`config.mk`:
```
export PLATFORM = sky130hd
export DESIGN_NAME = png_riff_signature_scanner
export DESIGN_NICKNAME = d
export VERILOG_FILES = /design/src/prss_pkg.sv /design/src/png_riff_signature_scanner.sv /design/src/prss_front.sv /design/src/prss_queue.sv /design/src/prss_back.sv
export VERILOG_INCLUDE_DIRS = /design/src /design/src/src
export SDC_FILE = /design/constraint.sdc
export NUM_CORES = 1
export LEC_CHECK = 0
export BUFFER_PORTS_ARGS = -buffer_cell sky130_fd_sc_hd__buf_2
export CAP_MARGIN = 10
export CORE_UTILIZATION = 56
export DETAILED_ROUTE_END_ITERATION = 8
export GPL_ROUTABILITY_DRIVEN = 0
export PLACE_DENSITY = 0.76
export RECOVER_POWER = 50
export SLEW_MARGIN = 20
export SYNTH_ARGS = -nofsm -noshare
export SYNTH_HDL_FRONTEND = slang
export SYNTH_SLANG_ARGS = --single-unit
```
`constraint.sdc`:
```
create_clock -name aclk -period 5.61 [get_ports aclk]
set_input_delay 1.122 -clock aclk [delete_from_list [all_inputs] [get_ports aclk]]
set_output_delay 1.122 -clock aclk [all_outputs]
set_load 0.1 [all_outputs]
```
`src/png_riff_signature_scanner_assert.svh`:
```
// ----------------------------------------------------------------------------
// png_riff_signature_scanner_assert
// assertion macros used only in prss_queue among the scanner modules
// ----------------------------------------------------------------------------
`ifndef PNG_RIFF_SIGNATURE_SCANNER_ASSERT_SVH
`define PNG_RIFF_SIGNATURE_SCANNER_ASSERT_SVH

// condition holds at every edge out of reset
`define PRSS_ASSERT_ALWAYS(label, clk, rstn, cond, msg) \
    label: assert property (@(posedge clk) disable iff (!rstn) (cond)) else $error(msg);

// antecedent implies consequent in the next cycle
`define PRSS_ASSERT_NEXT(label, clk, rstn, ante, cons, msg) \
    label: assert property (@(posedge clk) disable iff (!rstn) (ante) |=> (cons)) \
        else $error(msg);

`endif

```
`src/prss_pkg.sv`:
```
// ----------------------------------------------------------------------------
// prss_pkg
// types, signatures and defaults of the png / riff signature scanner
// ----------------------------------------------------------------------------
package prss_pkg;

    localparam int OFFSET_BITS_DEF = 32;
    localparam int QUEUE_DEPTH_DEF = 4;

    // signature bytes, first byte in the lowest bits
    localparam logic [31:0] PNG_START_SIG = {8'd71, 8'd78, 8'd80, 8'd137};
    localparam logic [63:0] PNG_END_SIG   = {8'd130, 8'd96, 8'd66, 8'd174,
                                             8'd68, 8'd78, 8'd69, 8'd73};
    localparam logic [31:0] RIFF_SIG      = {8'd70, 8'd70, 8'd73, 8'd82};

    localparam logic [3:0] FILL_FULL        = 4'd8;
    localparam logic [3:0] SKIP_PNG_START   = 4'd4;
    localparam logic [3:0] SKIP_PNG_END     = 4'd8;
    localparam logic [3:0] SKIP_RIFF_START  = 4'd12;

    localparam logic [32:0] RIFF_HDR_BYTES  = 33'd8;

    typedef enum logic [1:0] {
        KIND_PNG_START  = 2'd0,
        KIND_PNG_END    = 2'd1,
        KIND_RIFF_START = 2'd2
    } match_kind_t;

    // one classified hit handed from front to back
    typedef struct packed {
        match_kind_t kind;
        logic [32:0] offset;
        logic [31:0] length;
    } hit_t;

endpackage

```
`src/png_riff_signature_scanner.sv`:
```
// ----------------------------------------------------------------------------
// png_riff_signature_scanner
// byte stream scanner that reports png start, png end and riff chunk hits
// ----------------------------------------------------------------------------
// throughput: one byte per cycle while the hit queue has room
// path: a hit goes from the byte window through the queue head register and the output register to m_tvalid
// the hit queue and the output register let input and output stall on their own
// reset: synchronous active-low aresetn clears position, fill, skip and queue
// a byte with s_tlast returns the scan state to its reset values
module png_riff_signature_scanner #(
    parameter int OFFSET_BITS = prss_pkg::OFFSET_BITS_DEF,
    parameter int QUEUE_DEPTH = prss_pkg::QUEUE_DEPTH_DEF
) (
    input  logic        aclk,
    input  logic        aresetn,
    input  logic        s_tvalid,
    output logic        s_tready,
    input  logic [7:0]  s_tdata,   // [7:0] data_byte
    input  logic        s_tlast,   // last_byte
    output logic        m_tvalid,
    input  logic        m_tready,
    output logic [71:0] m_tdata    // [1:0] match_kind, [33:2] match_offset,
                                   // [66:34] audio_end_offset
);

    logic           in_accept;
    logic           hit_valid;
    prss_pkg::hit_t hit_data;
    logic           q_valid;
    logic           q_ready;
    prss_pkg::hit_t q_data;
    logic [1:0]     out_kind;
    logic [31:0]    out_offset;
    logic [32:0]    out_end;
    logic           push_ready;

    assign s_tready  = push_ready;
    assign in_accept = s_tvalid && push_ready;

    prss_front #(
        .OFFSET_BITS (OFFSET_BITS)
    ) u_front (
        .aclk      (aclk),
        .aresetn   (aresetn),
        .in_accept (in_accept),
        .in_byte   (s_tdata),
        .in_last   (s_tlast),
        .hit_valid (hit_valid),
        .hit_data  (hit_data)
    );

    prss_queue #(
        .QUEUE_DEPTH (QUEUE_DEPTH)
    ) u_queue (
        .aclk       (aclk),
        .aresetn    (aresetn),
        .push_valid (hit_valid),
        .push_ready (push_ready),
        .push_data  (hit_data),
        .pop_valid  (q_valid),
        .pop_ready  (q_ready),
        .pop_data   (q_data)
    );

    prss_back u_back (
        .aclk       (aclk),
        .aresetn    (aresetn),
        .hit_valid  (q_valid),
        .hit_ready  (q_ready),
        .hit_data   (q_data),
        .out_valid  (m_tvalid),
        .out_ready  (m_tready),
        .out_kind   (out_kind),
        .out_offset (out_offset),
        .out_end    (out_end)
    );

    assign m_tdata = {5'd0, out_end, out_offset, out_kind};

endmodule

```
`src/prss_front.sv`:
```
// ----------------------------------------------------------------------------
// prss_front
// byte window, position and skip tracking; outside a skip classifies each complete window
// ----------------------------------------------------------------------------
module prss_front #(
    parameter int OFFSET_BITS = prss_pkg::OFFSET_BITS_DEF
) (
    input  logic               aclk,
    input  logic               aresetn,
    input  logic               in_accept,
    input  logic [7:0]         in_byte,
    input  logic               in_last,
    output logic               hit_valid,
    output prss_pkg::hit_t     hit_data
);

    logic [63:0]            window_reg;
    logic [63:0]            window_next;
    logic [3:0]             fill_reg;
    logic [3:0]             fill_next;
    logic [OFFSET_BITS-1:0] pos_reg;
    logic [OFFSET_BITS-1:0] pos_next;
    logic [3:0]             skip_reg;
    logic [3:0]             skip_next;

    logic [OFFSET_BITS-1:0] win_pos;
    logic [OFFSET_BITS+32:0] win_pos_wide;
    logic                   full;
    logic                   is_png_start;
    logic                   is_png_end;
    logic                   is_riff;

    assign window_next  = {in_byte, window_reg[63:8]};
    assign full         = (fill_reg >= (prss_pkg::FILL_FULL - 4'd1));
    assign win_pos      = pos_reg - OFFSET_BITS'(7);
    assign win_pos_wide = {33'd0, win_pos};

    assign is_png_start = (window_next[31:0] == prss_pkg::PNG_START_SIG);
    assign is_png_end   = (window_next == prss_pkg::PNG_END_SIG);
    assign is_riff      = (window_next[31:0] == prss_pkg::RIFF_SIG);

    always_comb begin
        hit_valid       = 1'b0;
        hit_data.kind   = prss_pkg::KIND_PNG_START;
        hit_data.offset = win_pos_wide[32:0];
        hit_data.length = window_next[63:32];
        skip_next       = skip_reg;
        if (in_accept && full) begin
            if (skip_reg != 4'd0) begin
                skip_next = skip_reg - 4'd1;
            end else if (is_png_start) begin
                hit_valid = 1'b1;
                skip_next = prss_pkg::SKIP_PNG_START;
            end else if (is_png_end) begin
                hit_valid     = 1'b1;
                hit_data.kind = prss_pkg::KIND_PNG_END;
                skip_next     = prss_pkg::SKIP_PNG_END;
            end else if (is_riff) begin
                hit_valid     = 1'b1;
                hit_data.kind = prss_pkg::KIND_RIFF_START;
                skip_next     = prss_pkg::SKIP_RIFF_START;
            end
        end
        if (in_accept && in_last) begin
            skip_next = 4'd0;
        end
    end

    always_comb begin
        fill_next = fill_reg;
        pos_next  = pos_reg;
        if (in_accept) begin
            if (in_last) begin
                fill_next = 4'd0;
                pos_next  = '0;
            end else begin
                fill_next = (fill_reg < prss_pkg::FILL_FULL) ? fill_reg + 4'd1 : fill_reg;
                pos_next  = pos_reg + OFFSET_BITS'(1);
            end
        end
    end

    always_ff @(posedge aclk) begin
        if (!aresetn) begin
            fill_reg <= 4'd0;
            pos_reg  <= '0;
            skip_reg <= 4'd0;
        end else begin
            fill_reg <= fill_next;
            pos_reg  <= pos_next;
            skip_reg <= skip_next;
        end
    end

    always_ff @(posedge aclk) begin
        if (in_accept) begin
            window_reg <= window_next;
        end
    end

endmodule

```
`src/prss_queue.sv`:
```
// ----------------------------------------------------------------------------
// prss_queue
// short fifo of classified hits between front and back, head held in a register
// ----------------------------------------------------------------------------
`include "png_riff_signature_scanner_assert.svh"

module prss_queue #(
    parameter int QUEUE_DEPTH = prss_pkg::QUEUE_DEPTH_DEF
) (
    input  logic           aclk,
    input  logic           aresetn,
    input  logic           push_valid,
    output logic           push_ready,
    input  prss_pkg::hit_t push_data,
    output logic           pop_valid,
    input  logic           pop_ready,
    output prss_pkg::hit_t pop_data
);

    localparam int PTR_BITS = (QUEUE_DEPTH > 1) ? $clog2(QUEUE_DEPTH) : 1;
    localparam int CNT_BITS = $clog2(QUEUE_DEPTH + 1);
    localparam logic [CNT_BITS-1:0] DEPTH_CNT = CNT_BITS'(QUEUE_DEPTH);
    localparam logic [PTR_BITS-1:0] LAST_PTR  = PTR_BITS'(QUEUE_DEPTH - 1);

    prss_pkg::hit_t        mem [QUEUE_DEPTH];
    prss_pkg::hit_t        head_data_reg;
    logic                  head_valid_reg;
    logic                  head_valid_next;
    logic [PTR_BITS-1:0]   wr_ptr_reg;
    logic [PTR_BITS-1:0]   wr_ptr_next;
    logic [PTR_BITS-1:0]   rd_ptr_reg;
    logic [PTR_BITS-1:0]   rd_ptr_next;
    logic [CNT_BITS-1:0]   count_reg;
    logic [CNT_BITS-1:0]   count_next;
    logic                  push;
    logic                  head_free;
    logic                  mem_rd;
    logic                  mem_wr;
    logic                  bypass;
    logic                  head_stall;

    assign push_ready = (count_reg != DEPTH_CNT);
    assign pop_valid  = head_valid_reg;
    assign pop_data   = head_data_reg;
    assign push       = push_valid && push_ready;
    assign head_free  = !head_valid_reg || pop_ready;
    assign mem_rd     = head_free && (count_reg != '0);
    assign bypass     = head_free && (count_reg == '0) && push;
    assign mem_wr     = push && !bypass;
    assign head_stall = head_valid_reg && !pop_ready;

    always_comb begin
        wr_ptr_next     = wr_ptr_reg;
        rd_ptr_next     = rd_ptr_reg;
        count_next      = count_reg;
        head_valid_next = head_valid_reg;
        if (mem_wr) begin
            wr_ptr_next = (wr_ptr_reg == LAST_PTR) ? '0 : wr_ptr_reg + PTR_BITS'(1);
        end
        if (mem_rd) begin
            rd_ptr_next = (rd_ptr_reg == LAST_PTR) ? '0 : rd_ptr_reg + PTR_BITS'(1);
        end
        if (head_free) begin
            head_valid_next = mem_rd || bypass;
        end
        case ({mem_wr, mem_rd})
            2'b10:   count_next = count_reg + CNT_BITS'(1);
            2'b01:   count_next = count_reg - CNT_BITS'(1);
            default: count_next = count_reg;
        endcase
    end

    always_ff @(posedge aclk) begin
        if (!aresetn) begin
            wr_ptr_reg     <= '0;
            rd_ptr_reg     <= '0;
            count_reg      <= '0;
            head_valid_reg <= 1'b0;
        end else begin
            wr_ptr_reg     <= wr_ptr_next;
            rd_ptr_reg     <= rd_ptr_next;
            count_reg      <= count_next;
            head_valid_reg <= head_valid_next;
        end
    end

    always_ff @(posedge aclk) begin
        if (mem_wr) begin
            mem[wr_ptr_reg] <= push_data;
        end
    end

    always_ff @(posedge aclk) begin
        if (mem_rd) begin
            head_data_reg <= mem[rd_ptr_reg];
        end else if (bypass) begin
            head_data_reg <= push_data;
        end
    end

    `PRSS_ASSERT_ALWAYS(a_count_bound, aclk, aresetn, count_reg <= DEPTH_CNT, "queue overfull")
    `PRSS_ASSERT_ALWAYS(a_head_filled, aclk, aresetn, count_reg == '0 || pop_valid, "head idle")
    `PRSS_ASSERT_NEXT(a_head_hold, aclk, aresetn, head_stall, pop_valid, "head dropped")
    `PRSS_ASSERT_NEXT(a_head_data, aclk, aresetn, head_stall, $stable(pop_data), "head changed")

endmodule

```
`src/prss_back.sv`:
```
// ----------------------------------------------------------------------------
// prss_back
// forms the audio end offset and holds the result for the output channel
// ----------------------------------------------------------------------------
module prss_back (
    input  logic           aclk,
    input  logic           aresetn,
    input  logic           hit_valid,
    output logic           hit_ready,
    input  prss_pkg::hit_t hit_data,
    output logic           out_valid,
    input  logic           out_ready,
    output logic [1:0]     out_kind,
    output logic [31:0]    out_offset,
    output logic [32:0]    out_end
);

    logic        valid_reg;
    logic        valid_next;
    logic [1:0]  kind_reg;
    logic [31:0] offset_reg;
    logic [32:0] end_reg;
    logic [32:0] end_next;
    logic        load;

    assign hit_ready = !valid_reg || out_ready;
    assign load      = hit_valid && hit_ready;

    always_comb begin
        end_next = 33'd0;
        if (hit_data.kind == prss_pkg::KIND_RIFF_START) begin
            end_next = hit_data.offset + prss_pkg::RIFF_HDR_BYTES + {1'b0, hit_data.length};
        end
    end

    always_comb begin
        valid_next = valid_reg;
        if (load) begin
            valid_next = 1'b1;
        end else if (out_ready) begin
            valid_next = 1'b0;
        end
    end

    always_ff @(posedge aclk) begin
        if (!aresetn) begin
            valid_reg <= 1'b0;
        end else begin
            valid_reg <= valid_next;
        end
    end

    always_ff @(posedge aclk) begin
        if (load) begin
            kind_reg   <= hit_data.kind;
            offset_reg <= hit_data.offset[31:0];
            end_reg    <= end_next;
        end
    end

    assign out_valid  = valid_reg;
    assign out_kind   = kind_reg;
    assign out_offset = offset_reg;
    assign out_end    = end_reg;

endmodule

```
==> summary.txt, run 1 <==
STA
  – Max Freq: 0.234 GHz
  – Slew margin rel.: -1.59
  – Final critical path time including I/O delays and setup: 4.28 ns
  – Setup repair after global routing missed its margin: no
  – Final worst path period share: 0.763
  – Final worst clock skew: 0.0239 ns
  – Final-report max-slew violation count: 130
  – Final count of hold timing violations: 0
  – Setup total negative slack: 0 ns
  – Number of failing setup endpoints in the final timing report: 0
  – Actual slew at the worst max-slew pin: 3.88 ns

Worst hold path
  – Class of the tightest hold or removal check: flip-flop to flip-flop

Clock network
  – CTS tree: done
  – Count of hold-fix buffers inserted at cts: 0
  – Clock latency of the later-clocked register in the worst-skew pair: 0.59 ns
  – Clock transition at the registers of the reported paths: about 0.060 ns
  – Number of gates resized after cts: 0
  – Cell chosen for the clock root: sky130_fd_sc_hd__clkbuf_16
  – Postcts setup bufs: 0
  – Number of sinks driven by the clock tree: 504
  – Clock buffers created by TritonCTS: 49
  – Maximum buffer depth of the clock tree: 3
  – CTS H-tree depth: 2

Critical path
  – Critical path cell sequence: clkbuf_1 > nand2_1 > clkinv_1 > clkbuf_1 > o21ai_0 > a32oi_1 > nor2b_1
  – Startpoint-to-endpoint class of the critical path: input port to flip-flop
  – Most frequent CP cell: sky130_fd_sc_hd__clkbuf_1
  – Cell family with most CP delay: buffers and inverters
  – Launch point of the critical path: s_tvalid
  – Crit path buf inv count: 3
  – End point of the critical path: u_front.fill_reg[1]
  – Critical path fanouts, max: 61
  – Critical path required time: 6.07 ns
  – Crit path largest cell delay: 2.37 ns
  – Type of origin of the critical path: input port
  – Total stage count of the critical path: 7
  – Number of cell instances on the worst register-to-register path: 7
  – Type of destination of the critical path: flip-flop
  – Highest-delay cell along the critical path: sky130_fd_sc_hd__clkbuf_1
  – Flop-to-flop setup slack: 1.47 ns
  – FF-to-FF End: u_front.fill_reg[1]
  – CP Data Arrival Time: 4.74 ns
  – Crit Reg-Reg Startpoint: u_queue.count_reg[2]

Flow run
  – Total of max-cap violations: 2

Drt
  – Total via count in the routed design: 12600
  – Ratio of routed vias to standard cells: 5.98
  – WL final: 46000 microns
  – Post-DR wirelength/cell: ~22 microns
  – Detailed-route DRC error count: 0
  – Initial detailed-routing violation count: 1086
  – First drt pass iteration count: 6
  – Antenna-violating nets left: 0

Die
  – Die Span X: about 200 microns
  – Placeable core region: approximately 0.038 sq mm
  – DIE HEIGHT: 198 microns
  – Initial standard-cell utilization of the core: 0.571
  – Die area: 0.0394 sq mm
  – I/O Pins: 87
  – Number of placement rows: 71

Power
  – Power density over the cells: 308 mW/mm^2
  – Worst voltage drop across the vdd grid: 0.218 mV
  – Leakage: 7.42 nW

Global routing
  – Wire length of the first global-routing pass: 69500 microns
  – Antenna violations before repair: 0
  – Pin count of the biggest net entering global routing: roughly 70
  – Vias in the first global route: 12200
  – Grt ovf: 0
  – Global-route usage over all layers: 0.238

Yosys
  – Number of flip-flops and latches in the synthesized netlist: between 500 and 600
  – Post-synth EDFFs: around 450
  – Area leader, netlist: sky130_fd_sc_hd__edfxtp_1
  – Average cell area after synthesis: between 10 and 15 sq um
  – Area share of the leading cell type in the synthesized netlist: 0.630
  – Number of distinct library cells after synthesis: 74
  – Most used DFF post-synth: sky130_fd_sc_hd__edfxtp_1
  – Post-Syn Instances: 1481
  – Part of the Yosys area used for sequential elements: 0.677
  – Combined area of all synthesized cells: 0.0216 sq mm
  – Biggest area contributors in the synthesized netlist: sky130_fd_sc_hd__edfxtp_1 (63%), sky130_fd_sc_hd__mux4_2 (6.9%), sky130_fd_sc_hd__dfxtp_1 (4.7%)
  – Asr flop ratio synth: 0
  – Yosys warning count: 0

Layout
  – Layout overhead on the synthesized area: 11.1%
  – Most frequent standard cell in the layout excluding fill and tap cells: sky130_fd_sc_hd__edfxtp_1
  – Most frequent cells in the layout: sky130_fd_sc_hd__edfxtp_1 (453), sky130_fd_sc_hd__nand2_1 (168), sky130_fd_sc_hd__nor2_1 (166)
  – Flip-flop count of the largest register, all copies and words added: between 200 and 300
  – Final Net Count: approximately 1700
  – Final cell utilization of the core: 0.634
  – Proportion of layout cells with a drive suffix above 1: 0.130

Placed design
  – HPWL after DPL: 29200 microns
  – Port Buf Inserts: 81

Outcome
  – Status: finished with violations
  – Failing checks: max-capacitance violations, max-slew violations
## how the worst min path moves through the flow
| stage | slack (ns) | to | startpoint | cells past startpoint |
|---|---|---|---|---|
| 3_3_place_gp | 0.43 | u_front.window_reg[15] | u_front.window_reg[23] | 0 |
| 2_1_floorplan | 0.42 | u_front.window_reg[20] | u_front.window_reg[28] | 0 |
| 5_1_grt | 0.46 | u_front.window_reg[20] | u_front.window_reg[28] | 0 |
| 4_1_cts | 0.44 | u_front.window_reg[20] | u_front.window_reg[28] | 0 |
| 6_report | 0.44 | u_front.window_reg[20] | u_front.window_reg[28] | 0 |
| 3_5_place_dp | 0.43 | u_front.window_reg[15] | u_front.window_reg[23] | 0 |
## logic make-up after synthesis
group | count (synthesis) | synth area share
AND/OR/NAND/NOR | 505 | 0.109
flip-flops | 504 | 0.677
AO/OA/AOI/OAI | 148 | 0.0421
buffers and inverters | 87 | 0.0182
XOR/XNOR | 83 | 0.0344
multiplexers | 80 | 0.0758
adder cells (fa/ha/maj) | 73 | 0.0430
other | 1 | 0.000174
## metrics by stage
stage	hold WS, ns	setup WS (ns)	cell area, sq um	instances	power [mW]
after floorplan	0.417	0.925	21600	1485	4.23
after global placement	0.425	1.42	22500	2024	4.27
after detailed placement	0.428	1.37	22500	2024	4.27
after CTS	0.442	2.00	24100	2111	7.43
after global routing	0.461	0.992	24000	2112	7.57
final	0.441	1.33	24000	2113	7.39
## metal layers
metal / share of wire / wire, microns / up-vias / GRT usage
li1: - / - / 5715 / -
met1: 0.41 / 18800 / 6239 / 0.329
met2: 0.49 / 22400 / 600 / 0.389
met3: 0.076 / 3520 / 85 / 0.0310
met4: 0.029 / 1350 / 0 / 0.0867
met5: 0 / 0 / - / 0
## power by group
| part | internal [mW] | total (mW) | switching, mW |
|---|---|---|---|
| Clock | 1.84 | 3.20 | 1.37 |
| Combinational | 0.0154 | 0.0720 | 0.0566 |
| Sequential | 4.09 | 4.12 | 0.0317 |
## synthesized netlist by cell type, types with 6 or more instances
| cell | instances |
|---|---|
| sky130_fd_sc_hd__xnor2_1 | 25 |
| sky130_fd_sc_hd__a21oi_1 | 54 |
| sky130_fd_sc_hd__nor2b_1 | 11 |
| sky130_fd_sc_hd__or3_1 | 9 |
| sky130_fd_sc_hd__ha_1 | 71 |
| sky130_fd_sc_hd__nor2_1 | 166 |
| sky130_fd_sc_hd__dfxtp_1 | 51 |
| sky130_fd_sc_hd__mux2_2 | 7 |
| sky130_fd_sc_hd__and2_1 | 14 |
| sky130_fd_sc_hd__nand2b_1 | 7 |
| sky130_fd_sc_hd__nand4_1 | 17 |
| sky130_fd_sc_hd__o21ai_0 | 44 |
| sky130_fd_sc_hd__nand3_1 | 26 |
| sky130_fd_sc_hd__buf_1 | 8 |
| sky130_fd_sc_hd__a211oi_1 | 6 |
| sky130_fd_sc_hd__xor2_1 | 56 |
| sky130_fd_sc_hd__mux4_2 | 66 |
| sky130_fd_sc_hd__and4_1 | 6 |
| sky130_fd_sc_hd__nor3_1 | 28 |
| sky130_fd_sc_hd__buf_4 | 8 |
| sky130_fd_sc_hd__edfxtp_1 | 453 |
| sky130_fd_sc_hd__inv_1 | 20 |
| sky130_fd_sc_hd__nand2_1 | 169 |
| sky130_fd_sc_hd__clkbuf_1 | 40 |
| sky130_fd_sc_hd__o211ai_1 | 7 |
| sky130_fd_sc_hd__nor4_1 | 17 |
| sky130_fd_sc_hd__a21boi_0 | 6 |
## cell type report
cell class,instances,area (sq um)
flip-flops and latches,504,14600
fillers,2730,13900
multi-input cells,894,6580
clock buffers,59,1310
well taps,511,639
repair buffers,95,507
clock inverters,28,240
inverters,21,78.8
diodes,1,2.50
No activity file was read; power rests on OpenSTA's default activity.
==> run 2: changes to the inputs <==
- clock period: 5.61 -> 3.9 ns (I/O delays scaled with it)
==> summary.txt, run 2 (synthesis results as in run 1) <==
Outcome
  – Status: finished with violations
  – Failing checks: max-capacitance violations, max-slew violations

Global routing
  – Antenna violations before repair: 1
  – Vias in the first global route: between 10000 and 15000
  – Global-route usage over all layers: 0.239
  – Pin count of the biggest net entering global routing: 67
  – Grt ovf: 0
  – Wire length of the first global-routing pass: 70400 microns

Power
  – Total Power: 10.8 mW
  – Power density over the cells: 446 mW/mm^2
  – Leakage: roughly 7.5 nW
  – Part of the total power dissipated in the clock network: 0.441
  – Worst voltage drop across the vdd grid: 0.270 mV
  – Net Sw Power: 2.10 mW
  – Gate power share: 0.010
  – Internal cell power: ~8.7 mW
  – Portion of total power attributed to sequential cells: 0.549
  – Switching Fraction: 0.194

Die
  – Number of placement rows: between 70 and 80
  – Die Span X: between 150 and 200 microns
  – Placeable core region: 0.0378 sq mm
  – I/O Pins: 87
  – Die area: between 0.03 and 0.04 sq mm
  – Initial standard-cell utilization of the core: 0.571
  – DIE HEIGHT: 198 microns

Clock network
  – Clock latency of the later-clocked register in the worst-skew pair: 0.58 ns
  – Count of hold-fix buffers inserted at cts: 0
  – CTS H-tree depth: 2
  – Clock buffers created by TritonCTS: 49
  – Maximum buffer depth of the clock tree: 3
  – Cell chosen for the clock root: sky130_fd_sc_hd__clkbuf_16
  – Number of gates resized after cts: 0
  – Postcts setup bufs: 0
  – Clock transition at the registers of the reported paths: 0.06 ns
  – Number of sinks driven by the clock tree: 504
  – CTS tree: done

Layout
  – Layout overhead on the synthesized area: 11.9%
  – Final Net Count: 1662
  – Most frequent standard cell in the layout excluding fill and tap cells: sky130_fd_sc_hd__edfxtp_1
  – Proportion of layout cells with a drive suffix above 1: 0.125
  – Final std cells w/o fill: 2127
  – Flip-flop count of the largest register, all copies and words added: 264
  – Most frequent cells in the layout: sky130_fd_sc_hd__edfxtp_1 (453), sky130_fd_sc_hd__nand2_1 (170), sky130_fd_sc_hd__nor2_1 (166)

STA
  – Worst-case setup margin in the final layout: 0.598 ns
  – Actual slew at the worst max-slew pin: roughly 1.8 ns
  – Final worst path period share: 0.847
  – Setup repair after global routing missed its margin: no
  – Slew margin rel.: -0.225
  – Final critical path time including I/O delays and setup: 3.30 ns
  – Final worst clock skew: between 0.02 and 0.025 ns
  – Final-report max-slew violation count: 30
  – Setup total negative slack: 0 ns
  – Max Freq: about 0.30 GHz
  – Number of failing setup endpoints in the final timing report: 0
  – Final count of hold timing violations: 0

Drt
  – First drt pass iteration count: 5
  – Antenna-violating nets left: 0
  – Ratio of routed vias to standard cells: 5.93
  – Detailed-route DRC error count: 0
  – Initial detailed-routing violation count: between 1000 and 1500
  – Post-DR wirelength/cell: around 22 microns
  – Total via count in the routed design: 12600
  – WL final: 45800 microns

Placed design
  – Setup WS pre-CTS: roughly 0.44 ns
  – Port Buf Inserts: about 80
  – HPWL after DPL: 29300 microns
  – Number of instances in the placed design: 2036

Critical path
  – Type of destination of the critical path: flip-flop
  – Highest-delay cell along the critical path: sky130_fd_sc_hd__inv_1
  – Critical path fanouts, max: 33
  – Critical path required time: 4.40 ns
  – Critical path cell sequence: nor2b_1 > nand2_1 > nand2_1 > inv_1 > ha_1 > inv_1 > fa_1 > xor2_1 > or3_1 > a21boi_0
  – Crit path largest cell delay: 1.06 ns
  – Startpoint-to-endpoint class of the critical path: flip-flop to flip-flop
  – Type of origin of the critical path: flip-flop
  – Cell family with most CP delay: buffers and inverters
  – Crit path buf inv count: 2
  – CP Data Arrival Time: 3.81 ns

Flow run
  – Total of max-cap violations: 2

Worst hold path
  – Class of the tightest hold or removal check: flip-flop to flip-flop
-- run 2: final timing paths --
kind / startpoint / to / slack, ns / depth (start not counted)
min: u_front.window_reg[29] / u_front.window_reg[21] / 0.44 / 0
max: u_back.out_valid / u_queue.count_reg[2] / 0.60 / 10
min reg2reg: u_front.window_reg[29] / u_front.window_reg[21] / 0.44 / 0
max reg2reg: u_back.out_valid / u_queue.count_reg[2] / 0.60 / 10
-- run 2: power by group through the flow --
| stage | sequential, mW | clock (mW) | combinational [mW] |
|---|---|---|---|
| final | 5.92 | 4.75 | 0.106 |
| after global routing | 5.93 | 5.02 | 0.114 |
| after CTS | 5.92 | 4.83 | 0.109 |
| after detailed placement | 6.04 | 0 | 0.108 |
| after global placement | 6.03 | 0 | 0.106 |
| after floorplan | 6.02 | 0 | 0.0716 |
-- run 2: layer usage --
metal	global-route usage	part of all wire	vias to the layer above	routed length [microns]
met1	0.330	0.41	6206	18900
met4	0.0813	0.031	0	1440
met2	0.393	0.48	574	22000
met3	0.0349	0.076	89	3500
met5	0	0	-	0
li1	-	-	5740	-
-- run 2: final cells by class --
| class | count | area (sq um) |
|---|---|---|
| diodes | 1 | 2.50 |
| clock buffers | 66 | 1350 |
| clock inverters | 24 | 277 |
| fillers | 2707 | 13700 |
| inverters | 21 | 78.8 |
| multi-input cells | 894 | 6590 |
| flip-flops and latches | 504 | 14600 |
| well taps | 511 | 639 |
| repair buffers | 106 | 582 |
-- run 2: through the flow --
stage | cell area [sq um] | hold WS [ns] | utilization
after floorplan | 21600 | 0.417 | -
after global placement | 22700 | 0.422 | 0.599
after detailed placement | 22700 | 0.425 | 0.599
after CTS | 24300 | 0.437 | 0.642
after global routing | 24200 | 0.459 | 0.638
final | 24200 | 0.443 | 0.638
==> run 3: changes to the inputs <==
- CORE_UTILIZATION: 56 -> 60
- PLACE_DENSITY: 0.76 -> 0.78
- clock period: 3.9 -> 3.3 ns (I/O delays scaled with it)
==> summary.txt, run 3 (synthesis results as in run 1) <==
Die
  – Placeable core region: 0.0355 sq mm
  – Die area: roughly 0.037 sq mm
  – Number of placement rows: 69
  – Initial standard-cell utilization of the core: 0.609
  – Die Span X: 192 microns
  – I/O Pins: 87
  – DIE HEIGHT: 192 microns

Clock network
  – Maximum buffer depth of the clock tree: 3
  – Cell chosen for the clock root: sky130_fd_sc_hd__clkbuf_16
  – Clock transition at the registers of the reported paths: 0.06 ns
  – CTS tree: done
  – Number of sinks driven by the clock tree: between 500 and 600
  – Clock latency of the later-clocked register in the worst-skew pair: 0.57 ns
  – Count of hold-fix buffers inserted at cts: 0
  – CTS H-tree depth: 2
  – Clock buffers created by TritonCTS: 48

Layout
  – Layout overhead on the synthesized area: 12.0%
  – Final standard cell area without fillers: 0.0242 sq mm
  – Final cell utilization of the core: 0.681
  – Most frequent standard cell in the layout excluding fill and tap cells: sky130_fd_sc_hd__edfxtp_1
  – Proportion of layout cells with a drive suffix above 1: 0.125
  – Flip-flop count of the largest register, all copies and words added: approximately 260
  – Final Net Count: 1676
  – Most frequent cells in the layout: sky130_fd_sc_hd__edfxtp_1 (453), sky130_fd_sc_hd__nand2_1 (169), sky130_fd_sc_hd__nor2_1 (166)
  – Number of inserted diodes: 0

Power
  – Portion of total power attributed to sequential cells: 0.561
  – Leakage: about 7.5 nW
  – Part of the total power dissipated in the clock network: 0.428
  – Total Power: 12.5 mW
  – Switching Fraction: 0.193
  – Net Sw Power: roughly 2.4 mW
  – Internal cell power: 10.1 mW
  – Worst voltage drop across the vdd grid: 0.434 mV
  – Power density over the cells: 516 mW/mm^2
  – Gate power share: 0.011

Placed design
  – Port Buf Inserts: 81
  – HPWL after DPL: 31400 microns
  – Cell Area, Placed: approximately 0.023 sq mm

STA
  – Actual slew at the worst max-slew pin: 1.54 ns
  – Number of failing setup endpoints in the final timing report: 0
  – Slew margin rel.: -0.0295
  – Final worst clock skew: ~0.025 ns
  – Final critical path time including I/O delays and setup: roughly 3.1 ns
  – Final count of hold timing violations: 0
  – Final worst path period share: 0.953
  – Final-report max-slew violation count: between 60 and 70
  – Max Freq: 0.318 GHz
  – Setup total negative slack: 0 ns

Drt
  – Total via count in the routed design: 12900
  – Initial detailed-routing violation count: 1207
  – Post-DR wirelength/cell: 22.9 microns
  – Antenna-violating nets left: 0
  – WL final: 47900 microns
  – Detailed-route DRC error count: 0
  – First drt pass iteration count: 5
  – Ratio of routed vias to standard cells: around 6.2

Critical path
  – CP Data Arrival Time: 3.44 ns
  – Crit path largest cell delay: 0.52 ns
  – Type of origin of the critical path: flip-flop
  – Critical path required time: 3.60 ns
  – Startpoint-to-endpoint class of the critical path: flip-flop to flip-flop
  – Highest-delay cell along the critical path: sky130_fd_sc_hd__a2111oi_4
  – Critical path fanouts, max: 7
  – Critical path cell sequence: ha_1 > a2111oi_4 > nand2_2 > or4_4 > or4_4 > nor2_2 > xor2_2 > mux2_1
  – Most frequent CP cell: sky130_fd_sc_hd__or4_4
  – Type of destination of the critical path: flip-flop

Global routing
  – Antenna violations before repair: 0
  – Pin count of the biggest net entering global routing: 67
  – Vias in the first global route: 12600
  – Grt ovf: 0
  – Global-route usage over all layers: 0.268
  – Wire length of the first global-routing pass: 73100 microns

Worst hold path
  – Class of the tightest hold or removal check: input port to flip-flop

Outcome
  – Status: finished with violations
  – Failing checks: max-capacitance violations, max-slew violations

Flow run
  – Total of max-cap violations: 2
## run 3: changes by cell type in the layout (fill, tap and decap cells not counted), moves of 2 or more
cell                         before  now
sky130_fd_sc_hd__clkbuf_8         6    2
sky130_fd_sc_hd__buf_4           12   10
sky130_fd_sc_hd__and2_0           5    3
sky130_fd_sc_hd__inv_6            5    2
sky130_fd_sc_hd__nor4_1          18   14
sky130_fd_sc_hd__clkinvlp_2       0    2
sky130_fd_sc_hd__buf_12           8   14
sky130_fd_sc_hd__inv_1           21   19
sky130_fd_sc_hd__nor4_2           1    4
sky130_fd_sc_hd__and2_1           5    7
sky130_fd_sc_hd__clkbuf_1        87   97
sky130_fd_sc_hd__clkinv_1         5   12
## run 3: worst paths after layout
check | from | endpoint | slack [ns] | cells past startpoint
setup / recovery | u_front.pos_reg[1] | u_queue.pop_data[60] | 0.15 | 8
hold reg to reg | u_front.window_reg[23] | u_front.window_reg[15] | 0.45 | 0
hold / removal | s_tdata[7] | u_front.window_reg[63] | 0.44 | 1
setup reg to reg | u_front.pos_reg[1] | u_queue.pop_data[60] | 0.15 | 8
## run 3: critical path, delay by kind of cell (launching register included)
family	cells	cell delay [ns]
compound gates	1	0.52
xor+xnor	1	0.13
fa+ha+maj	1	0.31
flops	1	0.35
mux	1	0.33
simple gates	4	1.25
## run 3: per-stage QoR
| stage | hold WS [ns] | cells | setup WS (ns) |
|---|---|---|---|
| after global routing | 0.443 | 2089 | -0.0672 |
| after detailed placement | 0.437 | 2001 | -0.145 |
| final | 0.440 | 2089 | 0.154 |
| after global placement | 0.420 | 2001 | 0.00285 |
| after CTS | 0.346 | 2089 | 0.0970 |
| after floorplan | 0.417 | 1485 | -0.531 |
## run 3: layout make-up
cell class              instances  area (sq um)
well taps                     461           577
clock buffers                  61          1290
repair buffers                121           734
flip-flops and latches        504         14600
inverters                      21          80.1
fillers                      2310         11300
multi-input cells             894          6630
clock inverters                27           239
## run 3: repair_timing
| item | 4_1_cts | 5_1_grt |
|---|---|---|
| resized for setup | 0 | 4 |
| endpoints found under the hold margin | 0 | 0 |
| setup buffers | 0 | 0 |
| setup endpoints to repair | 0 | 4 |
## run 3: power groups by stage
stage	Sequential, mW	Combinational, mW	Clock, mW
floorplan	7.11	0.0848	0
global placement	7.12	0.140	0
detailed placement	7.13	0.145	0
CTS	6.99	0.148	5.38
global route	7.00	0.149	5.63
finish	7.00	0.140	5.33
## run 3: per-layer routing
metal	share of wire	track usage	routed length, microns
met2	0.49	0.442	23500
met1	0.39	0.360	18800
met4	0.043	0.114	2040
met5	0	0	0
met3	0.073	0.0373	3470
